**src/rtl/vdt_pkg.sv**
```systemverilog
`default_nettype none
// ----------------------------------------------------------------------------
// Vector distance transform package
// Shared sizes, item types, codes, neighbour step tables and small helpers.
// ----------------------------------------------------------------------------
package vdt_pkg;

  // Grid and arithmetic sizes.
  localparam int MAX_DIM     = 16;
  localparam int OFFSET_BITS = 16;
  localparam int STORE_SIZE  = MAX_DIM * MAX_DIM * MAX_DIM;
  localparam int IDX_W       = $clog2(STORE_SIZE);
  localparam int CRD_W       = $clog2(MAX_DIM);
  localparam int DIM_W       = $clog2(MAX_DIM + 1);
  localparam int SXY_W       = $clog2(MAX_DIM * MAX_DIM + 1);
  localparam int ENTRY_W     = 3 * OFFSET_BITS;
  localparam int LEN_W       = 2 * OFFSET_BITS + 2;
  localparam int RAD_W       = LEN_W + 16;
  localparam int ROOT_W      = RAD_W / 2;
  localparam int NUM_W       = ROOT_W + 7;
  localparam int FAR_W       = 14;
  localparam int DEN_W       = FAR_W + 1;
  localparam int CFG_W       = 14;
  localparam int OFF_MAX     = 2 ** (OFFSET_BITS - 1) - 1;
  localparam int OFF_MIN     = -OFF_MAX - 1;

  // Item codes.
  typedef enum logic [1:0] {
    ACT_LOAD = 2'd0,
    ACT_RUN  = 2'd1,
    ACT_READ = 2'd2,
    ACT_NONE = 2'd3
  } action_t;

  typedef enum logic [1:0] {
    KIND_LOAD = 2'd0,
    KIND_RUN  = 2'd1,
    KIND_READ = 2'd2
  } kind_t;

  typedef enum logic [1:0] {
    CFG_WIDTH  = 2'd0,
    CFG_HEIGHT = 2'd1,
    CFG_DEPTH  = 2'd2,
    CFG_FAR    = 2'd3
  } cfg_idx_t;

  typedef struct packed {
    action_t            action;
    logic [11:0]        address;
    logic signed [15:0] sample;
  } in_item_t;

  typedef struct packed {
    kind_t              kind;
    logic signed [15:0] signed_dist;
    logic [14:0]        abs_dist;
  } out_item_t;

  // Sequencer states.
  typedef enum logic [3:0] {
    ST_IDLE,
    ST_V_ISS,
    ST_V_CAP,
    ST_V_LEN,
    ST_N_ISS,
    ST_N_CAP,
    ST_N_LEN,
    ST_V_WR,
    ST_R_CAP,
    ST_R_LEN_A,
    ST_R_SQRT_A,
    ST_R_LEN_B,
    ST_R_SQRT_B,
    ST_R_DIV,
    ST_FIN
  } st_t;

  // One neighbour step.
  typedef struct packed {
    logic signed [1:0] dx;
    logic signed [1:0] dy;
    logic signed [1:0] dz;
  } delta_t;

  localparam delta_t D_XM = '{dx: -2'sd1, dy: 2'sd0, dz: 2'sd0};
  localparam delta_t D_XP = '{dx: 2'sd1, dy: 2'sd0, dz: 2'sd0};
  localparam delta_t D_YM = '{dx: 2'sd0, dy: -2'sd1, dz: 2'sd0};
  localparam delta_t D_YP = '{dx: 2'sd0, dy: 2'sd1, dz: 2'sd0};
  localparam delta_t D_ZM = '{dx: 2'sd0, dy: 2'sd0, dz: -2'sd1};
  localparam delta_t D_ZP = '{dx: 2'sd0, dy: 2'sd0, dz: 2'sd1};

  // Neighbour step i of row mask m in the forward or backward sweep.
  function automatic delta_t nb_delta(input logic bwd, input logic [1:0] m,
                                      input logic [1:0] i);
    delta_t d;
    d = D_XM;
    case ({bwd, m, i})
      5'b0_00_00: d = D_XM;
      5'b0_00_01: d = D_ZM;
      5'b0_00_10: d = D_YM;
      5'b0_01_00: d = D_YM;
      5'b0_01_01: d = D_XP;
      5'b0_10_00: d = D_YP;
      5'b0_10_01: d = D_XP;
      5'b0_11_00: d = D_YP;
      5'b0_11_01: d = D_XM;
      5'b1_00_00: d = D_YP;
      5'b1_00_01: d = D_XP;
      5'b1_00_10: d = D_ZP;
      5'b1_01_00: d = D_YP;
      5'b1_01_01: d = D_XM;
      5'b1_10_00: d = D_XM;
      5'b1_10_01: d = D_YM;
      5'b1_11_00: d = D_YM;
      5'b1_11_01: d = D_XP;
      default:    d = D_XM;
    endcase
    return d;
  endfunction

  // The first row mask tries three neighbours, the others two.
  function automatic logic [1:0] nb_count(input logic [1:0] m);
    return (m == 2'd0) ? 2'd3 : 2'd2;
  endfunction

  // Saturate a widened offset component to the offset range.
  function automatic logic signed [OFFSET_BITS-1:0] sat_off(
      input logic signed [OFFSET_BITS:0] v);
    logic signed [OFFSET_BITS-1:0] r;
    if (v > (OFFSET_BITS + 1)'(OFF_MAX)) r = OFFSET_BITS'(OFF_MAX);
    else if (v < (OFFSET_BITS + 1)'(OFF_MIN)) r = OFFSET_BITS'(OFF_MIN);
    else r = OFFSET_BITS'(v);
    return r;
  endfunction

  // Dimension register to dimension in use: zero acts as one.
  function automatic logic [DIM_W-1:0] clamp_dim(input logic [4:0] v);
    logic [DIM_W-1:0] r;
    if (v == 5'd0) r = DIM_W'(1);
    else if (int'(v) > MAX_DIM) r = DIM_W'(MAX_DIM);
    else r = DIM_W'(v);
    return r;
  endfunction

endpackage
`default_nettype wire

```
**src/rtl/vdt_sqrt.sv**
```systemverilog
`default_nettype none
// ----------------------------------------------------------------------------
// Iterative integer square root
// Floor square root, one result bit per cycle, restoring digit recurrence.
// ----------------------------------------------------------------------------
module vdt_sqrt
  import vdt_pkg::*;
(
  input  wire logic              clk,
  input  wire logic              rst_n,
  input  wire logic              start,
  input  wire logic [RAD_W-1:0]  rad,
  output logic                   done,
  output logic      [ROOT_W-1:0] root
);

  localparam int CNT_W = $clog2(ROOT_W + 1);

  logic              busy_r;
  logic              done_r;
  logic [CNT_W-1:0]  cnt_r;
  logic [RAD_W-1:0]  rad_r;
  logic [ROOT_W+1:0] rem_r;
  logic [ROOT_W-1:0] root_r;
  logic [ROOT_W+1:0] rem_sh;
  logic [ROOT_W+1:0] trial;
  logic              ge;

  // One recurrence step: bring down two radicand bits and try a one.
  always_comb begin
    rem_sh = {rem_r[ROOT_W-1:0], rad_r[RAD_W-1 -: 2]};
    trial  = {root_r, 2'b01};
    ge     = (rem_sh >= trial);
  end

  // Step counter and completion pulse.
  always_ff @(posedge clk) begin
    if (!rst_n) begin
      busy_r <= 1'b0;
      done_r <= 1'b0;
      cnt_r  <= '0;
    end else begin
      done_r <= 1'b0;
      if (start) begin
        busy_r <= 1'b1;
        cnt_r  <= '0;
      end else if (busy_r) begin
        if (cnt_r == CNT_W'(ROOT_W - 1)) begin
          busy_r <= 1'b0;
          done_r <= 1'b1;
        end else begin
          cnt_r <= cnt_r + CNT_W'(1);
        end
      end
    end
  end

  // Datapath registers.
  always_ff @(posedge clk) begin
    if (start) begin
      rad_r  <= rad;
      rem_r  <= '0;
      root_r <= '0;
    end else if (busy_r) begin
      rad_r <= rad_r << 2;
      if (ge) begin
        rem_r  <= rem_sh - trial;
        root_r <= {root_r[ROOT_W-2:0], 1'b1};
      end else begin
        rem_r  <= rem_sh;
        root_r <= {root_r[ROOT_W-2:0], 1'b0};
      end
    end
  end

  assign done = done_r;
  assign root = root_r;

endmodule
`default_nettype wire

```
**config.mk**
```make
export PLATFORM = sky130hd
export DESIGN_NAME = vdt_sqrt
export DESIGN_NICKNAME = d
export VERILOG_FILES = /design/src/rtl/vdt_pkg.sv /design/src/rtl/vdt_sqrt.sv
export SDC_FILE = /design/constraint.sdc
export NUM_CORES = 1
export LEC_CHECK = 0
export BUFFER_PORTS_ARGS = -buffer_cell sky130_fd_sc_hd__buf_2
export CORE_MARGIN = 2
export CORE_UTILIZATION = 36
export CTS_BUF_LIST = sky130_fd_sc_hd__clkbuf_16
export DETAILED_ROUTE_END_ITERATION = 16
export HOLD_SLACK_MARGIN = 0.05
export SLEW_MARGIN = 20
export SYNTH_ARGS = -nofsm -noshare
export SYNTH_HDL_FRONTEND = slang
export SYNTH_SLANG_ARGS = --single-unit
```
**constraint.sdc**
```tcl
create_clock -name clk -period 2.85 [get_ports clk]
set_clock_uncertainty 0.15 [all_clocks]
set_input_delay 0.7125 -clock clk [delete_from_list [all_inputs] [get_ports clk]]
set_output_delay 0.7125 -clock clk [all_outputs]
set_load 0.03 [all_outputs]
```
== Word-level counts from Yosys, hierarchy flattened ==
Index checks and enable logic that the tools add are counted.
Word-level totals
  flip-flop bits (word level): 107
  input port bits: 53
  output and inout bits: 26
  word-level logic and storage cells: 25
Operators by class
  add/subtract/negate cells: 2
  $lt $le $gt $ge: 1
  eq/ne operators: 1
  mux-type cells: 8
  bitwise logic cells: 3
  reductions and logical operators: 4
Operators with widths (count)
  50-bit two-way mux: 2
  27-bit >= comparator: 1
  25-bit two-way mux: 1
  25-bit subtractor: 1
  5-bit by 1-bit adder with 5-bit output (second input constant): 1
  5-bit == test (second input constant): 1
  1-bit two-way mux: 5
  1-bit NOT: 3
  3-bit OR reduction: 1
  2-bit AND reduction: 1
  2-bit nonzero test: 1
  2-bit OR reduction: 1

== Depth between registers and ports, before layout ==
  depth after elaboration: 4
  depth in mapped cells: 12

== Worst setup path before layout ==
No wires, ideal clock.
  kind: register -> register
  start point: register root_r[0], in the netlist root[0]
  end point: register rem_r[18]
  arrival: 2524 ps
  setup slack: 54 ps
  cell stages (with the launch flop): 11
  buffers on the path: 0
  period minus slack after synthesis: 2796 ps
  cells stage by stage: dfxtp_1 > inv_1 > ha_1 > nor2b_1 > o31a_1 > o41ai_2 > o22ai_1 > o221ai_2 > nand2_1 > and4_1 > a221o_1
On the way
  word-level cells in the longest chain between the ends: 2
  elaborated cells between the ends (all ways): 3
RTL lines
  from (decl): line vdt_sqrt.sv:24  | logic [ROOT_W-1:0] root_r;
  from (signal assigned): line vdt_sqrt.sv:68  | root_r <= {root_r[ROOT_W-2:0], 1'b1};
  from (signal assigned): line vdt_sqrt.sv:71  | root_r <= {root_r[ROOT_W-2:0], 1'b0};
  25-bit subtractor / 27-bit >= comparator (equally long branches): line vdt_sqrt.sv:67, vdt_sqrt.sv:33
  25-bit two-way mux *: line vdt_sqrt.sv:66  | if (ge) begin
  to (signal assigned): line vdt_sqrt.sv:67  | rem_r <= rem_sh - trial;
  to (signal assigned): line vdt_sqrt.sv:70  | rem_r <= rem_sh;
  to (decl): line vdt_sqrt.sv:23  | logic [ROOT_W+1:0] rem_r;
Mark *: on every way between the ends. The rest lies on a longest branch, timed or not.
A chain may end at the register's enable or synchronous reset.

== Worst setup path in the final report ==
  start point: register root_r[18], in the netlist root[18]
  end point: register rem_r[18]
On the way
  word-level cells in the longest chain between the ends: 2
RTL lines
  27-bit >= comparator: line vdt_sqrt.sv:33  | ge = (rem_sh >= trial);
  25-bit two-way mux: line vdt_sqrt.sv:66
No other way between the ends.

==> run_results.csv <==
group,metric,value,unit
worst_setup_path,critPathMostFrequentCell,"sky130_fd_sc_hd__a21o_1",
logic_synthesis,syn_inst,576,
route,routed-via-count,4514,
global_route,largest_net_degree_at_the_start_of_global_routing,52,
global_route,grt_pass1_wl,21300,um
clock_network,cts_hold_buf,0,
layout,syn_to_final_growth,23.7,%
worst_setup_path,critical_path.startpoint_type,"flop",
clock_network,clk_path_buf_depth,2,
power,power.total,7.82,mW
power,static-leakage-power,2.95,nW
logic_synthesis,post_synthesis_register_bit_count,107,
global_route,antenna_found_initial,0,
route,wl_met1,5860,um
die,design.portCount,79,
clock_network,cts_inserted_buffers,9,
placement,port_buffers,78,
logic_synthesis,synth_cell_types,52,
logic_synthesis,asyncSetResetFlopFracSynth,0,
logic_synthesis,netlist.top_cell.by_area,"sky130_fd_sc_hd__edfxtp_1",
die,die_w,132,um
worst_setup_path,critPathRequiredTime,2.95,ns
global_route,grt_overflow,0,
route,routed_wirelength,13200,um
clock_network,clk_root_buffer_cell,"sky130_fd_sc_hd__clkbuf_16",
worst_setup_path,critPathSlowestCell,"sky130_fd_sc_hd__dfxtp_1",
route,drt.antenna.violating_nets,0,
worst_setup_path,critical-path-max-stage-delay,0.37,ns
layout,nNetsFinal,752,
logic_synthesis,yosys.area.top_type_share,0.256,
route,wl_per_cell,14.8,um
route,first_pass_iters,4,
worst_setup_path,cp-end-kind,"flop",
outcome,outcome,"finished clean",
timing,period_needed,2.77,ns
die,design.die.area,17300,um2
timing,fmax,0.361,GHz
clock_network,tritoncts_num_sinks,107,
route,drt_iter0_drc,248,
layout,final_common_cell,"sky130_fd_sc_hd__buf_2",
logic_synthesis,synth.area.top_cells,"sky130_fd_sc_hd__edfxtp_1, sky130_fd_sc_hd__dfxtp_1, sky130_fd_sc_hd__mux2_2",
worst_setup_path,critical_path_arrival,2.87,ns
global_route,grt_use_total,0.147,
min_path,min-delay-path-class,"flop to flop",
route,topRoutingLayerUsed,"met4",
layout,layout.filler_cells,1552,
logic_synthesis,synth_flop_cell,"sky130_fd_sc_hd__dfxtp_1",
power,p_per_area,1080,nW/um2
timing,min_period_over_period,0.972,
route,drc,0,
global_route,number_of_global_route_vias_before_repair,4553,
timing,max_slew.worst_pin.slew,0.587,ns
worst_setup_path,criticalPathCategory,"flop to flop",
route,met3WireLength,886,um
clock_network,cts.clk_slew.worst_paths,0.08,ns
run,max_cap_violations,0,
worst_setup_path,crit_path_cell_trace,"inv_1, ha_2, a21o_1, a21o_1, a21oi_1, o21ai_0, a41oi_2, a21oi_4, buf_12, clkbuf_16, and4_1, a221o_1",
logic_synthesis,synth-seq-area-share,0.450,
worst_setup_path,r2r_cells,12,
die,core_box_area,15900,um2
placement,place_inst,868,
layout,design_area,7260,um2
placement,dp.final_hpwl,9150,um
logic_synthesis,syn_nets,658,
power,worst_ir_drop_vdd,0.581,mV
clock_network,tritoncts,"built",
logic_synthesis,post_synthesis_average_cell_area,10.2,um2
worst_setup_path,critPathMaxFanout,10,
logic_synthesis,synth.cell_area,5870,um2
route,viasPerCell,5.07,
clock_network,count_of_h_tree_levels_built_during_cts,3,
die,die_y,132,um
placement,routabilityCongestion,0.888,
clock_network,clkLatencyLatePin,0.36,ns
layout,antenna-diode-count,0,
timing,max_slew_margin,0.609,
timing,timing_max_transition_violations_final,0,
layout,layout_common_cells,"sky130_fd_sc_hd__buf_2, sky130_fd_sc_hd__nor2_1, sky130_fd_sc_hd__dfxtp_1",
placement,placed_area,6640,um2
timing,setup-violations-final,0,
timing,final_hold_violation_count,0,
min_path,number_of_cells_on_the_worst_hold_path,2,
logic_synthesis,number_of_enable_type_register_cells_in_the_synthesized_netlist,50,
layout,final-instance-count-excl-fill,891,
route,met2_wl_post_dr,6180,um
layout,share_of_cells_above_drive_strength_1,0.319,
die,placementRows,46,
die,initial_core_util,0.370,
worst_setup_path,regToRegSetupSlack,0.08,ns
logic_synthesis,ys.warnings.count,0,
==> cells in the mapped netlist, types with 3 or more instances <==
library cell	number
sky130_fd_sc_hd__nor2_1	69
sky130_fd_sc_hd__dfxtp_1	57
sky130_fd_sc_hd__edfxtp_1	50
sky130_fd_sc_hd__mux2_2	48
sky130_fd_sc_hd__mux2i_1	43
sky130_fd_sc_hd__inv_1	35
sky130_fd_sc_hd__ha_1	29
sky130_fd_sc_hd__nand2_1	28
sky130_fd_sc_hd__a21oi_1	25
sky130_fd_sc_hd__clkbuf_1	20
sky130_fd_sc_hd__o21ai_0	18
sky130_fd_sc_hd__a211oi_1	17
sky130_fd_sc_hd__o21ai_1	12
sky130_fd_sc_hd__xnor2_1	11
sky130_fd_sc_hd__xor2_1	10
sky130_fd_sc_hd__nand3_1	8
sky130_fd_sc_hd__nand4_1	8
sky130_fd_sc_hd__nor3_1	7
sky130_fd_sc_hd__a21o_1	6
sky130_fd_sc_hd__buf_1	6
sky130_fd_sc_hd__nor4_1	6
sky130_fd_sc_hd__o21a_1	6
sky130_fd_sc_hd__and2_1	5
sky130_fd_sc_hd__and3_1	4
sky130_fd_sc_hd__a2bb2oi_1	3
sky130_fd_sc_hd__a31oi_1	3
sky130_fd_sc_hd__nand2b_1	3
sky130_fd_sc_hd__nor2b_1	3
sky130_fd_sc_hd__o211ai_1	3
sky130_fd_sc_hd__o22ai_1	3
==> cells by family (layout without fill, tap and decap cells) <==
group | count (synthesis) | in the layout | share of synthesized area
XOR/XNOR | 21 | 21 | 0.0313
flip-flops | 107 | 107 | 0.450
AND/OR/NAND/NOR | 145 | 145 | 0.111
buffers and inverters | 66 | 165 | 0.0452
AO/OA/AOI/OAI | 117 | 117 | 0.135
adder cells (fa/ha/maj) | 29 | 29 | 0.0618
multiplexers | 91 | 91 | 0.165
==> sequential cells by signal (all words and copies together), names as in the netlist <==
register / flops
busy_r: 1
cnt_r: 5
done: 1
rad_r: 50
rem_r: 25
root: 25
==> final timing paths <==
| check | startpoint | endpoint |
|---|---|---|
| setup / recovery | root[18]$_SDFFE_PP0P_ | rem_r[18]$_SDFFE_PP0P_ |
| hold / removal | rem_r[23]$_SDFFE_PP0P_ | rem_r[23]$_SDFFE_PP0P_ |
| setup reg to reg | root[18]$_SDFFE_PP0P_ | rem_r[18]$_SDFFE_PP0P_ |
| hold reg to reg | rem_r[23]$_SDFFE_PP0P_ | rem_r[23]$_SDFFE_PP0P_ |
==> stage by stage <==
stage                     setup TNS, ns  worst slack [ns]  hold slack [ns]   util
final                                 0            0.0803            0.313  0.457
after global routing             -0.836           -0.0578            0.362  0.457
after CTS                             0            0.0269            0.314  0.439
after detailed placement        -0.0272           -0.0190            0.303  0.418
after global placement                0            0.0238            0.296  0.418
after floorplan                       0            0.0540            0.282      -
==> layer usage <==
metal  global-route usage  vias to the layer above
met4               0.0489                        0
li1                     -                     2266
met1                0.179                     2117
met2                0.244                      106
met5                    0                        -
met3               0.0525                       25
==> area by class of cell <==
class                      instances  area (um2)  share of cell area
inverter                          36         135              0.0186
clock buffer                       9         225              0.0310
tap                              216         270              0.0372
sequential                       107        2650               0.365
timing repair buffer             113         762               0.105
clock inverter                     7        78.8              0.0109
multi-input combinational        403        3140               0.433
==> power by group <==
group	internal [mW]	switching, mW
clock network	0.635	0.651
logic	2.35	2.23
registers	1.82	0.127
==> critical path: cells and delay by family (launching register included) <==
family / cells / cell delay [ns]
compound gates: 7 / 1.26
buf+inv: 3 / 0.37
simple gates: 1 / 0.15
flops: 1 / 0.37
fa+ha+maj: 1 / 0.34
==> timing repair <==
action / 4_1_cts / 5_1_grt
resized for setup: 4 / 38
pin swaps: 1 / 7
gates cloned: 0 / 3
buffers inserted: 0 / 4
endpoints found under the setup margin: 2 / 26
(Power assumes the default switching activity.)
