[config.mk]
export PLATFORM = sky130hd
export DESIGN_NAME = vdt_div
export DESIGN_NICKNAME = d
export VERILOG_FILES = /design/src/rtl/vdt_pkg.sv /design/src/rtl/vdt_div.sv
export SDC_FILE = /design/constraint.sdc
export NUM_CORES = 1
export LEC_CHECK = 0
export BUFFER_PORTS_ARGS = -buffer_cell sky130_fd_sc_hd__buf_4
export CORE_MARGIN = 2
export CORE_UTILIZATION = 25
export CTS_BUF_LIST = sky130_fd_sc_hd__clkbuf_4 sky130_fd_sc_hd__clkbuf_8 sky130_fd_sc_hd__clkbuf_16
export CTS_CLUSTER_SIZE = 10
export DETAILED_ROUTE_END_ITERATION = 10
export SLEW_MARGIN = 20
export SYNTH_ARGS = -nofsm -noshare
export SYNTH_HDL_FRONTEND = slang
export SYNTH_SLANG_ARGS = --single-unit
[constraint.sdc]
create_clock -name clk -period 6.05 [get_ports clk]
set_input_delay 1.5125 -clock clk [delete_from_list [all_inputs] [get_ports clk]]
set_output_delay 1.5125 -clock clk [all_outputs]
set_load 0.005 [all_outputs]
[src/rtl/vdt_pkg.sv]
`default_nettype none
// ----------------------------------------------------------------------------
// Vector distance transform package
// Shared sizes, item types, codes, neighbour step tables and small helpers.
// ----------------------------------------------------------------------------
package vdt_pkg;

  // Grid and arithmetic sizes.
  localparam int MAX_DIM     = 16;
  localparam int OFFSET_BITS = 16;
  localparam int STORE_SIZE  = MAX_DIM * MAX_DIM * MAX_DIM;
  localparam int IDX_W       = $clog2(STORE_SIZE);
  localparam int CRD_W       = $clog2(MAX_DIM);
  localparam int DIM_W       = $clog2(MAX_DIM + 1);
  localparam int SXY_W       = $clog2(MAX_DIM * MAX_DIM + 1);
  localparam int ENTRY_W     = 3 * OFFSET_BITS;
  localparam int LEN_W       = 2 * OFFSET_BITS + 2;
  localparam int RAD_W       = LEN_W + 16;
  localparam int ROOT_W      = RAD_W / 2;
  localparam int NUM_W       = ROOT_W + 7;
  localparam int FAR_W       = 14;
  localparam int DEN_W       = FAR_W + 1;
  localparam int CFG_W       = 14;
  localparam int OFF_MAX     = 2 ** (OFFSET_BITS - 1) - 1;
  localparam int OFF_MIN     = -OFF_MAX - 1;

  // Item codes.
  typedef enum logic [1:0] {
    ACT_LOAD = 2'd0,
    ACT_RUN  = 2'd1,
    ACT_READ = 2'd2,
    ACT_NONE = 2'd3
  } action_t;

  typedef enum logic [1:0] {
    KIND_LOAD = 2'd0,
    KIND_RUN  = 2'd1,
    KIND_READ = 2'd2
  } kind_t;

  typedef enum logic [1:0] {
    CFG_WIDTH  = 2'd0,
    CFG_HEIGHT = 2'd1,
    CFG_DEPTH  = 2'd2,
    CFG_FAR    = 2'd3
  } cfg_idx_t;

  typedef struct packed {
    action_t            action;
    logic [11:0]        address;
    logic signed [15:0] sample;
  } in_item_t;

  typedef struct packed {
    kind_t              kind;
    logic signed [15:0] signed_dist;
    logic [14:0]        abs_dist;
  } out_item_t;

  // Sequencer states.
  typedef enum logic [3:0] {
    ST_IDLE,
    ST_V_ISS,
    ST_V_CAP,
    ST_V_LEN,
    ST_N_ISS,
    ST_N_CAP,
    ST_N_LEN,
    ST_V_WR,
    ST_R_CAP,
    ST_R_LEN_A,
    ST_R_SQRT_A,
    ST_R_LEN_B,
    ST_R_SQRT_B,
    ST_R_DIV,
    ST_FIN
  } st_t;

  // One neighbour step.
  typedef struct packed {
    logic signed [1:0] dx;
    logic signed [1:0] dy;
    logic signed [1:0] dz;
  } delta_t;

  localparam delta_t D_XM = '{dx: -2'sd1, dy: 2'sd0, dz: 2'sd0};
  localparam delta_t D_XP = '{dx: 2'sd1, dy: 2'sd0, dz: 2'sd0};
  localparam delta_t D_YM = '{dx: 2'sd0, dy: -2'sd1, dz: 2'sd0};
  localparam delta_t D_YP = '{dx: 2'sd0, dy: 2'sd1, dz: 2'sd0};
  localparam delta_t D_ZM = '{dx: 2'sd0, dy: 2'sd0, dz: -2'sd1};
  localparam delta_t D_ZP = '{dx: 2'sd0, dy: 2'sd0, dz: 2'sd1};

  // Neighbour step i of row mask m in the forward or backward sweep.
  function automatic delta_t nb_delta(input logic bwd, input logic [1:0] m,
                                      input logic [1:0] i);
    delta_t d;
    d = D_XM;
    case ({bwd, m, i})
      5'b0_00_00: d = D_XM;
      5'b0_00_01: d = D_ZM;
      5'b0_00_10: d = D_YM;
      5'b0_01_00: d = D_YM;
      5'b0_01_01: d = D_XP;
      5'b0_10_00: d = D_YP;
      5'b0_10_01: d = D_XP;
      5'b0_11_00: d = D_YP;
      5'b0_11_01: d = D_XM;
      5'b1_00_00: d = D_YP;
      5'b1_00_01: d = D_XP;
      5'b1_00_10: d = D_ZP;
      5'b1_01_00: d = D_YP;
      5'b1_01_01: d = D_XM;
      5'b1_10_00: d = D_XM;
      5'b1_10_01: d = D_YM;
      5'b1_11_00: d = D_YM;
      5'b1_11_01: d = D_XP;
      default:    d = D_XM;
    endcase
    return d;
  endfunction

  // The first row mask tries three neighbours, the others two.
  function automatic logic [1:0] nb_count(input logic [1:0] m);
    return (m == 2'd0) ? 2'd3 : 2'd2;
  endfunction

  // Saturate a widened offset component to the offset range.
  function automatic logic signed [OFFSET_BITS-1:0] sat_off(
      input logic signed [OFFSET_BITS:0] v);
    logic signed [OFFSET_BITS-1:0] r;
    if (v > (OFFSET_BITS + 1)'(OFF_MAX)) r = OFFSET_BITS'(OFF_MAX);
    else if (v < (OFFSET_BITS + 1)'(OFF_MIN)) r = OFFSET_BITS'(OFF_MIN);
    else r = OFFSET_BITS'(v);
    return r;
  endfunction

  // Dimension register to dimension in use: zero acts as one.
  function automatic logic [DIM_W-1:0] clamp_dim(input logic [4:0] v);
    logic [DIM_W-1:0] r;
    if (v == 5'd0) r = DIM_W'(1);
    else if (int'(v) > MAX_DIM) r = DIM_W'(MAX_DIM);
    else r = DIM_W'(v);
    return r;
  endfunction

endpackage
`default_nettype wire

[src/rtl/vdt_div.sv]
`default_nettype none
// ----------------------------------------------------------------------------
// Iterative unsigned divider
// Restoring division, one quotient bit per cycle.
// ----------------------------------------------------------------------------
module vdt_div
  import vdt_pkg::*;
(
  input  wire logic             clk,
  input  wire logic             rst_n,
  input  wire logic             start,
  input  wire logic [NUM_W-1:0] num,
  input  wire logic [DEN_W-1:0] den,
  output logic                  done,
  output logic      [NUM_W-1:0] quo
);

  localparam int CNT_W = $clog2(NUM_W + 1);

  logic             busy_r;
  logic             done_r;
  logic [CNT_W-1:0] cnt_r;
  logic [NUM_W-1:0] quo_r;
  logic [DEN_W-1:0] den_r;
  logic [DEN_W-1:0] rem_r;
  logic [DEN_W:0]   rem_sh;
  logic             ge;

  // Shift in the next numerator bit and compare with the divisor.
  always_comb begin
    rem_sh = {rem_r, quo_r[NUM_W-1]};
    ge     = (rem_sh >= {1'b0, den_r});
  end

  // Step counter and completion pulse.
  always_ff @(posedge clk) begin
    if (!rst_n) begin
      busy_r <= 1'b0;
      done_r <= 1'b0;
      cnt_r  <= '0;
    end else begin
      done_r <= 1'b0;
      if (start) begin
        busy_r <= 1'b1;
        cnt_r  <= '0;
      end else if (busy_r) begin
        if (cnt_r == CNT_W'(NUM_W - 1)) begin
          busy_r <= 1'b0;
          done_r <= 1'b1;
        end else begin
          cnt_r <= cnt_r + CNT_W'(1);
        end
      end
    end
  end

  // Datapath registers: the quotient shifts in where the numerator leaves.
  always_ff @(posedge clk) begin
    if (start) begin
      quo_r <= num;
      den_r <= den;
      rem_r <= '0;
    end else if (busy_r) begin
      if (ge) begin
        rem_r <= DEN_W'(rem_sh - {1'b0, den_r});
        quo_r <= {quo_r[NUM_W-2:0], 1'b1};
      end else begin
        rem_r <= rem_sh[DEN_W-1:0];
        quo_r <= {quo_r[NUM_W-2:0], 1'b0};
      end
    end
  end

  assign done = done_r;
  assign quo  = quo_r;

endmodule
`default_nettype wire

Word-level counts from Yosys, hierarchy flattened
Index checks and enable logic that the tools add are counted.

storage, ports and cells
  register bits after elaboration = 70
  word-level logic and storage cells = 25
  output and inout bits = 33

operators by class
  eq/ne operators = 1
  order comparisons = 1
  reduce and logical (&&, ||, !) cells = 4
  bitwise operators = 3
  multiplexer cells = 8
  add/subtract/negate cells = 2

operators by type and width
  kind                                                 count
  two-way mux 32 bit                                   2
  >= comparator 16 x 15 -> 1 bit                       1
  two-way mux 15 bit                                   1
  subtractor 15 bit                                    1
  adder 6 x 1 -> 6 bit, second input constant          1
  equality test 6 x 5 -> 1 bit, second input constant  1
  two-way mux 1 bit                                    5
  inverter 1 bit                                       3
  OR reduction 3 bit                                   1
  AND reduction 2 bit                                  1
  nonzero test 2 bit                                   1
  OR reduction 2 bit                                   1

Longest topological paths before layout
Gate-level depths: netlist of run 1.

  depth after elaboration = 4
  mapped depth = 10
  mapped depth without buffers = 9

Worst setup path after synthesis of run 1
Ideal clock, no wire load.

  path kind = input port to flip-flop
  start = in start
  end = reg quo_r[0], in the netlist quo[0], enable pin
  setup slack = 3.249 ns
  stages on the path = 3
  arrival = 2.415 ns
  buffers on the path = 1
  cell sequence = buf_4 -> nor2_1 -> inv_1

between the ends
  cells in the longest elaborated chain, start to end = 1

RTL lines
  item                          RTL line       source
  start, declared               vdt_div.sv:11  input wire logic start,
  nonzero test 2 bit (no line)  -
  end signal, assigned          vdt_div.sv:60  quo_r <= num;
  end signal, assigned          vdt_div.sv:66  quo_r <= {quo_r[NUM_W-2:0], 1'b1};
  end signal, assigned          vdt_div.sv:69  quo_r <= {quo_r[NUM_W-2:0], 1'b0};
  end, declared                 vdt_div.sv:23  logic [NUM_W-1:0] quo_r;

Every way passes these cells.
A chain may end at the register's enable or synchronous reset.

Final worst setup path of run 1
  start = in start
  end = reg quo_r[31], in the netlist quo[31], enable pin

Same word-level chain as after synthesis.

==> metrics, run 1 <==
Core ar.=0.0144 sq mm; share of the cycle needed by the critical path after routing=between 50 and 60%; Max Cap Viol=0; number of distinct library cells after synthesis=53; power density cells=280 mW/mm^2; Initial DRT Pass Iterations=4; slowest cell on the critical path=sky130_fd_sc_hd__inv_2; I/O Buffers=82; clock slew at reported path FFs=~60 ps; cell accounting for the most synthesized area=sky130_fd_sc_hd__edfxtp_1; Yosys warning total=0; cell with the most instances after synthesis=sky130_fd_sc_hd__edfxtp_1; placed cell count=about 570; Max-slew headroom=47.9%; final number of hold-violating endpoints=0; die outline height=around 120 microns; Mapped Cells=between 300 and 400; mean post-synth cell area=11.5 sq um; Ant. Diodes=0; final setup violation count=0; part of the total power dissipated in combinational logic=between 10% and 20%; Initial DRC Count=roughly 170; drt via density=between 4 and 5; maximum number of pins on one net before global-route repair=between 60 and 70; delay of the slowest cell on the worst path=580 ps; cell area reported after detailed placement=around 0.0044 sq mm; most used standard cells in the synthesized netlist=sky130_fd_sc_hd__edfxtp_1, sky130_fd_sc_hd__mux2_2, sky130_fd_sc_hd__dfxtp_1; final cell count without fillers=about 600; Avg WL per Cell=14.1 microns; share of the synthesized area in compound gates (AO/OA/AOI/OAI)=between 10 and 15%; minimum clock period after layout=3040 ps; area fraction of the dominant cell type after synthesis=roughly 39%; total via count in the routed design=2715; remaining global-route overflow=0; number of top-level design ports=between 80 and 90; fraction of the mapped netlist area in adder cells=approximately 6.1%; latest clock arrival within the worst-skew pair=between 300 and 400 ps; vias in the first global route=~2800; share of post-route cells with drive strength above 1=34.7%; share of total power consumed by net switching=about 25%; worst setup slack after layout=3010 ps; Max Fclk=~330 MHz; estimated wirelength of the detail-placed design=about 5800 microns; # rows=44; number of enable flip-flop cells after synthesis=47; basic-gate share of the synthesized area counting and, or, nand and nor cells=roughly a tenth; Layout Cell Area excl Fill=between 0.004 and 0.005 sq mm; multiplexer area fraction after synthesis=between 9 and 10%; DR DRC count=0; slew at the pin closest to its max-slew limit=just under 800 ps; portion of total power attributed to the clock network=about 40%; P&R area growth vs syn=29.6%; data required time of the worst path=6010 ps; Routed Wire Length=8230 microns; TritonCTS buffer count=9; cell-by-cell listing of the critical path=buf_4, nor2_1, inv_2; category of the worst setup path launch point=input port; summed negative setup slack over all endpoints=0 ps; total setup buffers inserted after CTS=0; XOR/XNOR Fraction of Synth Area=2.90%; max-slew violation count=0; clock sink total=70; CTS max path bufs=2; antenna violations before repair=0; class of the tightest hold or removal check=register to register; clk_skew=a little under 7 ps; CP Data Arrival Time=approximately 3000 ps; Seq/Total Area, Yosys=between 50% and 60%; Internal Pwr Total=between 0.9 and 1 mW; first-pass GRT wire length=13500 microns; largest family of logic cells by synthesized area=compound AO/OA/AOI/OAI gates; Worst VDD drop=around 0.16 mV; CTS tree=done; Setup Slack @ Placement=2640 ps; overall track demand over capacity in global routing=between 10% and 20%; largest fanout of any net on the critical path=64; RSZ-0062 raised after global routing=false; sequential group share of total power=between 40% and 50%; run status=finished, final reports clean; leakage component of the power=1.90 nW; flip-flop and latch count after synthesis=70; summed instance area of the synthesized netlist=~0.0036 sq mm; top flip-flop cell by instance count after synthesis=sky130_fd_sc_hd__edfxtp_1; Syn Nets=382; critical path capture point type=register; antenna-violating nets left=0; critical path class=input port to register; die width=about 120 microns; Clk Tree Root Cell=sky130_fd_sc_hd__clkbuf_16; Filler Cell Count=approximately 1400; final standard cell utilization of the core=approximately a third; most area-consuming cells after synthesis=sky130_fd_sc_hd__edfxtp_1, sky130_fd_sc_hd__dfxtp_1, sky130_fd_sc_hd__mux2_2; Nets=between 400 and 500; share of synthesized flip-flops with an asynchronous set or reset=0%; effective utilization at floorplan=approximately 25%; weighted congestion reported at the end of routability-driven placement=0.878; count of H-tree levels built during CTS=3; post-CTS sizing=0; number of hold buffers added after CTS=0; overall die area=about 0.015 sq mm; Switch Pwr=between 0.3 and 0.4 mW
## stage by stage
step	hold WS (ps)	power [mW]
after floorplan	438	0.703
after detailed placement	460	0.794
after global routing	514	1.38
after CTS	467	1.33
after global placement	457	0.791
final	468	1.32
## state kept, by name, indices dropped and copies added (netlist names)
| name | count |
|---|---|
| rem_r | 15 |
| cnt_r | 6 |
| busy_r | 1 |
| done | 1 |
| quo | 32 |
| den_r | 15 |
## power groups by stage
stage / Sequential [mW] / Clock [mW] / Combinational, mW
2_1_floorplan: 0.582 / 0 / 0.121
3_3_place_gp: 0.587 / 0 / 0.204
3_5_place_dp: 0.586 / 0 / 0.207
4_1_cts: 0.577 / 0.546 / 0.209
5_1_grt: 0.581 / 0.568 / 0.228
6_report: 0.577 / 0.532 / 0.208
## cells in the final DEF, fill, tap and decap left out, drive strengths merged, types with 6 or more instances in the layout
cell    Yosys  layout
nor2       22      22
nand3      11      11
edfxtp     47      47
a21oi      11      11
a21o        7       7
a32oi       6       6
nand2      21      21
clkbuf      6       9
buf         7      83
inv        19      21
dfxtp      23      23
xnor2       9       9
a211oi      8       8
mux2       31      31
ha         16      16
o21ai      16      16
## layout make-up
cell class	instances	area, sq um	area share (%)
Multi-Input combinational cell	213	1610	34.2
Sequential cell	70	1870	39.8
Inverter	19	71.3	1.52
Clock buffer	9	225	4.79
Tap cell	184	230	4.90
Clock inverter	7	72.6	1.54
Timing Repair Buffer	83	623	13.3
## final timing paths
kind,startpoint,end,slack [ps],depth (start not counted)
setup / recovery,start,quo[31]$_DFFE_PP_,3010,3
hold reg to reg,cnt_r[4]$_SDFFE_PP0P_,done$_SDFF_PP0_,470,2
hold / removal,cnt_r[4]$_SDFFE_PP0P_,done$_SDFF_PP0_,470,2
setup reg to reg,quo[31]$_DFFE_PP_,rem_r[1]$_SDFFE_PP0P_,3270,9
## worst max-delay path, delay by kind of cell
kind	cells	cell delay, ps
buffers and inverters	2	1150
AND/OR/NAND/NOR	1	270
## metal layers
layer | vias to the layer above | routed length, microns | GRT usage [%]
met4 | 0 | 140 | 4.43
met5 | - | 0 | 0
met3 | 13 | 365 | 2.75
met2 | 75 | 3890 | 17.4
li1 | 1353 | - | -
met1 | 1274 | 3830 | 13.5
## cells by family (layout without fill, tap and decap cells)
logic type,count (synthesis),count (layout)
mux,32,32
xor+xnor,12,12
flops,70,70
simple gates,78,78
compound gates,74,74
fa+ha+maj,17,17
buf+inv,32,118
Note: power is estimated with default switching activity, not from simulation.
==> run 2: changes to the inputs <==
==> constraint.sdc (replaced) <==
create_clock -name clk -period 2.6 [get_ports clk]
set_input_delay 0.65 -clock clk [delete_from_list [all_inputs] [get_ports clk]]
set_output_delay 0.65 -clock clk [all_outputs]
set_load 0.005 [all_outputs]
==> run 2 against run 1 <==
Effect of this change:
- clock power increased to 2.5 times the previous value
- count of clock-buffer cells in the layout unchanged
- highest routed layer unchanged
- global-route usage increased by 0.085 points
- critical path type is now register to register
- sequential share of layout area decreased by 0.97 points
- non-clock buffer count increased by 9
==> metrics, run 2 (synthesis results as in run 1) <==
Filler Cell Count=1416 (+0.21%); capturing point of the worst reg2reg path=rem_r[9]$_SDFFE_PP0P_; effective utilization at floorplan=25.2% (unchanged); first-pass GRT wire length=13700 microns (+1.3%); startpoint of the most critical setup path=den_r[11]$_DFFE_PP_; hold depth=2 (unchanged); TritonCTS buffer count=9 (unchanged); power density cells=661 mW/mm^2 (+140%); area occupied by multi-input gates=0.00162 sq mm (+0.47%); maximum number of pins on one net before global-route repair=33 (-49%); Worst VDD drop=0.312 mV (+100%); drt via density=4.71 (+1.4%); minimum clock period after layout=roughly 2500 ps; RSZ-0062 raised after global routing=false; P&R area growth vs syn=32.9%; vias in the first global route=2815 (+1.0%); clk_skew=7.86 ps (+1.04 ps); Max Fclk=around 400 MHz; critical path class=register to register; overall track demand over capacity in global routing=10.8% (+0.085 points); total via count in the routed design=2796 (+3.0%); latest clock arrival within the worst-skew pair=330 ps (about the same); weighted congestion reported at the end of routability-driven placement=0.821 (-6.5%); cell area reported after detailed placement=0.00448 sq mm (+1.8%); number of top-level design ports=83 (unchanged); most used cells in the layout excluding fill and tap cells=sky130_fd_sc_hd__buf_4, sky130_fd_sc_hd__edfxtp_1, sky130_fd_sc_hd__mux2_2, sky130_fd_sc_hd__dfxtp_1; run status=finished, final reports clean; overall die area=0.0155 sq mm (unchanged); die outline height=124 microns (unchanged); most common cell after layout, fill and taps aside=sky130_fd_sc_hd__buf_4; largest fanout of any net on the critical path=8 (-88%); Max-slew headroom=65.9% (+18 points); slew at the pin closest to its max-slew limit=511 ps (-271 ps); register area=0.00187 sq mm (unchanged); flip-flop count of the largest register after layout=32 (unchanged); summed negative setup slack over all endpoints=0 ps (unchanged); antenna violations before repair=0 (unchanged); CP Data Arrival Time=2730 ps (-270 ps); clock slew at reported path FFs=60 ps (about the same); # rows=44 (unchanged); die width=124 microns (unchanged); clock sink total=70 (unchanged); Ant. Diodes=0 (unchanged); Clk Tree Root Cell=sky130_fd_sc_hd__clkbuf_16; Max Cap Viol=0 (unchanged); Initial DRC Count=150 (-11%); share of post-route cells with drive strength above 1=36.3% (+1.7 points); Avg WL per Cell=13.9 microns (-1.5%); estimated wirelength of the detail-placed design=6160 microns (+5.5%); leakage component of the power=1.97 nW (+3.4%); CTS tree=done; Setup Slack @ Placement=122 ps (-2520 ps); final number of hold-violating endpoints=0 (unchanged); Core ar.=0.0144 sq mm (unchanged); CTS max path bufs=2 (unchanged); data required time of the worst path=2840 ps (-3170 ps); worst setup slack after layout=110 ps (-2900 ps); r2r startpoint=den_r[11]$_DFFE_PP_; Hold EP=done$_SDFF_PP0_; final standard cell utilization of the core=33.5% (+0.82 points); startpoint of the lowest-slack hold path=cnt_r[4]$_SDFFE_PP0P_; critical path capture point type=register; number of hold buffers added after CTS=0 (unchanged); class of the tightest hold or removal check=register to register; category of the worst setup path launch point=register; count of H-tree levels built during CTS=3 (unchanged); r2r worst-path depth=9 (unchanged); Routed Wire Length=8230 microns (about the same); max-slew violation count=0 (unchanged); final setup violation count=0 (unchanged); Nets=472 (+1.9%); I/O Buffers=82 (unchanged); Layout Cell Area excl Fill=0.00482 sq mm (+2.5%); share of the cycle needed by the critical path after routing=between 90% and 100%; remaining global-route overflow=0 (unchanged); Initial DRT Pass Iterations=4 (unchanged); flop2flop setup slack=110 ps (-3160 ps); Power, Total=3.18 mW (+140%); antenna-violating nets left=0 (unchanged); DR DRC count=0 (unchanged)
run 2: area by class of cell:
type,count,share of cell area [%]
multi-input cells,213,33.5
inverters,19,1.48
well taps,184,4.78
clock buffers,9,4.67
repair buffers,92,14.6
flip-flops and latches,70,38.8
clock inverters,7,2.13
run 2: worst max path at each step:
stage | endpoint | slack (ps) | cells past startpoint
2_1_floorplan | rem_r[3]$_SDFFE_PP0P_ | 170 | 10
6_report | rem_r[9]$_SDFFE_PP0P_ | 110 | 9
4_1_cts | rem_r[14]$_SDFFE_PP0P_ | 110 | 8
3_5_place_dp | rem_r[14]$_SDFFE_PP0P_ | 120 | 8
5_1_grt | rem_r[5]$_SDFFE_PP0P_ | 10 | 10
3_3_place_gp | rem_r[14]$_SDFFE_PP0P_ | 170 | 8
run 2: what timing repair did:
| action | 4_1_cts | 5_1_grt |
|---|---|---|
| gates resized for setup | 0 | 3 |
| setup endpoints to repair | 0 | 8 |
| setup buffers | 0 | 0 |
run 2: layer usage:
| metal | vias up | track usage [%] | share of wire (%) |
|---|---|---|---|
| li1 | 1368 | - | - |
| met1 | 1351 | 13.3 | 43 |
| met2 | 64 | 17.9 | 50 |
| met3 | 13 | 2.66 | 4.8 |
| met4 | 0 | 4.56 | 2.0 |
| met5 | - | 0 | 0 |
run 2: report_power, final:
part / internal, mW / total (mW) / switching, mW
registers: 1.29 / 1.34 / 0.0470
clock network: 0.851 / 1.34 / 0.485
logic: 0.269 / 0.510 / 0.241
total: 2.41 / 3.18 / 0.773
run 2: worst max-delay path, cell delays in order (launching register included):
cell and delay, ps:
sky130_fd_sc_hd__edfxtp_1 330, sky130_fd_sc_hd__inv_1 40, sky130_fd_sc_hd__ha_1 300, sky130_fd_sc_hd__a2111o_1 420
sky130_fd_sc_hd__a311o_1 340, sky130_fd_sc_hd__a22o_4 290, sky130_fd_sc_hd__nor2_4 200, sky130_fd_sc_hd__buf_4 200
sky130_fd_sc_hd__nand2_1 70, sky130_fd_sc_hd__a311oi_2 220
run 2: stage by stage:
stage | hold slack [ps] | std cells
floorplan | 438 | 315
global placement | 453 | 578
detailed placement | 451 | 578
CTS | 458 | 594
global route | 479 | 594
finish | 462 | 594
==> run 3: changes to the inputs <==
--- a/config.mk
+++ b/config.mk
@@ -6,11 +6,10 @@
 export NUM_CORES = 1
 export LEC_CHECK = 0
 export BUFFER_PORTS_ARGS = -buffer_cell sky130_fd_sc_hd__buf_4
-export CORE_MARGIN = 2
-export CORE_UTILIZATION = 25
-export CTS_BUF_LIST = sky130_fd_sc_hd__clkbuf_4 sky130_fd_sc_hd__clkbuf_8 sky130_fd_sc_hd__clkbuf_16
+export CORE_UTILIZATION = 45
 export CTS_CLUSTER_SIZE = 10
 export DETAILED_ROUTE_END_ITERATION = 10
+export PLACE_DENSITY = 0.71
 export SLEW_MARGIN = 20
 export SYNTH_ARGS = -nofsm -noshare
 export SYNTH_HDL_FRONTEND = slang
==> run 3 against run 2 <==
Effect of this change:
- clock skew is 3.4 ps higher
- flip-flop and latch count did not move
- global-route usage up 9.1 points
- sequential share of layout area rose by 2.3 points
- cell count decreased by 13%
- first-iteration DRC count increased by 11%
- total power decreased by 19%
- critical path depth rose by 1
- clock power down 44%
- critical path type unchanged
==> metrics, run 3 (synthesis results as in run 1) <==
run status=finished, final reports clean; Ant. Diodes=0 (unchanged); final setup violation count=0 (unchanged); die outline height=91.8 microns (-26%); Core ar.=0.00777 sq mm (-46%); area occupied by multi-input gates=0.00161 sq mm (-0.15%); vias in the first global route=2834 (+0.67%); Nets=474 (+0.42%); remaining global-route overflow=0 (unchanged); estimated wirelength of the detail-placed design=5810 microns (-5.7%); top layer used by detailed routing=met4; max-slew violation count=0 (unchanged); DR DRC count=0 (unchanged); met2 WL=3770 microns (-8.2%); latest clock arrival within the worst-skew pair=340 ps (about the same); number of top-level design ports=83 (unchanged); class of the tightest hold or removal check=input port to register; Routed Wire Length=7990 microns (-3.0%); Initial DRT Pass Iterations=4 (unchanged); worst setup slack after layout=115 ps (+4.91 ps); maximum number of pins on one net before global-route repair=33 (unchanged); share of post-route cells with drive strength above 1=36.2% (-0.18 points); total via count in the routed design=2797 (+0.036%); cell area reported after detailed placement=0.00438 sq mm (-2.4%); category of the worst setup path launch point=register; CTS max path bufs=2 (unchanged); final cell count without fillers=514 (-13%); # rows=32 (-27%); CTS tree=done; drt via density=5.44 (+16%); data required time of the worst path=2850 ps (about the same); die width=91.8 microns (-26%); Power, Total=2.59 mW (-19%); Initial DRC Count=166 (+11%); Setup Slack @ Placement=63.0 ps (-59.1 ps); most used cells in the layout excluding fill and tap cells=sky130_fd_sc_hd__buf_4, sky130_fd_sc_hd__edfxtp_1, sky130_fd_sc_hd__mux2_2, sky130_fd_sc_hd__dfxtp_1; register area=0.00187 sq mm (unchanged); power density cells=569 mW/mm^2 (-14%); Avg WL per Cell=15.5 microns (+12%); leakage component of the power=1.89 nW (-3.8%); minimum clock period after layout=2480 ps (-4.92 ps); Max-slew headroom=59.3% (-6.6 points); r2r worst-path depth=10 (+1); most common cell after layout, fill and taps aside=sky130_fd_sc_hd__buf_4; largest fanout of any net on the critical path=4 (-4); slew at the pin closest to its max-slew limit=609 ps (+98.5 ps); length of routed met3 wiring=600 microns (+50%); Max Cap Viol=0 (unchanged); CP Data Arrival Time=2740 ps (about the same); Min Hold Slack=480 ps (+17.7 ps); weighted congestion reported at the end of routability-driven placement=0.864 (+5.2%); count of H-tree levels built during CTS=3 (unchanged); share of the cycle needed by the critical path after routing=95.6% (-0.19 points); Filler Cell Count=676 (-52%); clk_skew=11.3 ps (+3.42 ps); Worst VDD drop=0.335 mV (+7.3%); final standard cell utilization of the core=58.6% (+25 points); summed negative setup slack over all endpoints=0 ps (unchanged); critical path capture point type=register; overall die area=0.00842 sq mm (-46%); clock slew at reported path FFs=80 ps (+20 ps); Max Fclk=402 MHz (+0.20%); critical path class=register to register; TritonCTS buffer count=9 (unchanged); antenna violations before repair=0 (unchanged); Clk Tree Root Cell=sky130_fd_sc_hd__clkbuf_8; final number of hold-violating endpoints=0 (unchanged); hold depth=1 (-1); routed metal-1 wire length=3530 microns (-0.62%); effective utilization at floorplan=46.7% (+21 points); flip-flop count of the largest register after layout=32 (unchanged); first-pass GRT wire length=13000 microns (-4.8%); Layout Cell Area excl Fill=0.00455 sq mm (-5.5%); P&R area growth vs syn=25.6%; clock sink total=70 (unchanged); I/O Buffers=82 (unchanged); placed cell count=497 (-14%); antenna-violating nets left=0 (unchanged); overall track demand over capacity in global routing=19.9% (+9.1 points)
## run 3: changes by cell type in the layout (fill, tap and decap cells not counted), sizes merged
cell	previous run	this run
clkinv	1	5
clkinvlp	1	2
buf	92	94
inv	22	19
bufinv	2	0
## run 3: cell type report
class / instances / share of cell area [%]
multi-input cells: 213 / 35.4
flip-flops and latches: 70 / 41.1
clock buffers: 9 / 2.72
clock inverters: 7 / 0.907
repair buffers: 94 / 15.5
inverters: 19 / 1.57
well taps: 102 / 2.80
## run 3: per-layer routing
metal,track usage [%],vias up
met3,6.14,6
li1,-,1373
met1,24.5,1329
met5,0,-
met4,7.81,0
met2,32.5,89
## run 3: path summary, 6_finish.rpt
check,startpoint,endpoint,slack [ps]
hold / removal,den[0],den_r[0]$_DFFE_PP_,480
setup reg to reg,quo[31]$_DFFE_PP_,rem_r[5]$_SDFFE_PP0P_,120
hold reg to reg,cnt_r[4]$_SDFFE_PP0P_,done$_SDFF_PP0_,510
setup / recovery,quo[31]$_DFFE_PP_,rem_r[5]$_SDFFE_PP0P_,120
## run 3: repair_timing
| action | in CTS | in global routing |
|---|---|---|
| gates resized for setup | 0 | 2 |
| buffers inserted | 0 | 1 |
| hold buffers | 0 | 0 |
| setup endpoints to repair | 0 | 13 |
## run 3: where the power goes
group / internal (mW) / total, mW / switching [mW] / leakage (nW)
Combinational: 0.268 / 0.500 / 0.232 / 1.15
Clock: 0.337 / 0.752 / 0.414 / 0.0801
Sequential: 1.29 / 1.34 / 0.0493 / 0.657
Total: 1.89 / 2.59 / 0.696 / 1.89
## run 3: worst max-delay path: stages (launching register included)
cell and delay, ps:
sky130_fd_sc_hd__edfxtp_1 350, sky130_fd_sc_hd__inv_1 50, sky130_fd_sc_hd__ha_1 220, sky130_fd_sc_hd__fa_2 350
sky130_fd_sc_hd__nand2b_1 170, sky130_fd_sc_hd__a211oi_1 200, sky130_fd_sc_hd__o311a_1 310, sky130_fd_sc_hd__nor2_4 70
sky130_fd_sc_hd__buf_4 150, sky130_fd_sc_hd__a221o_1 250, sky130_fd_sc_hd__a311oi_1 270
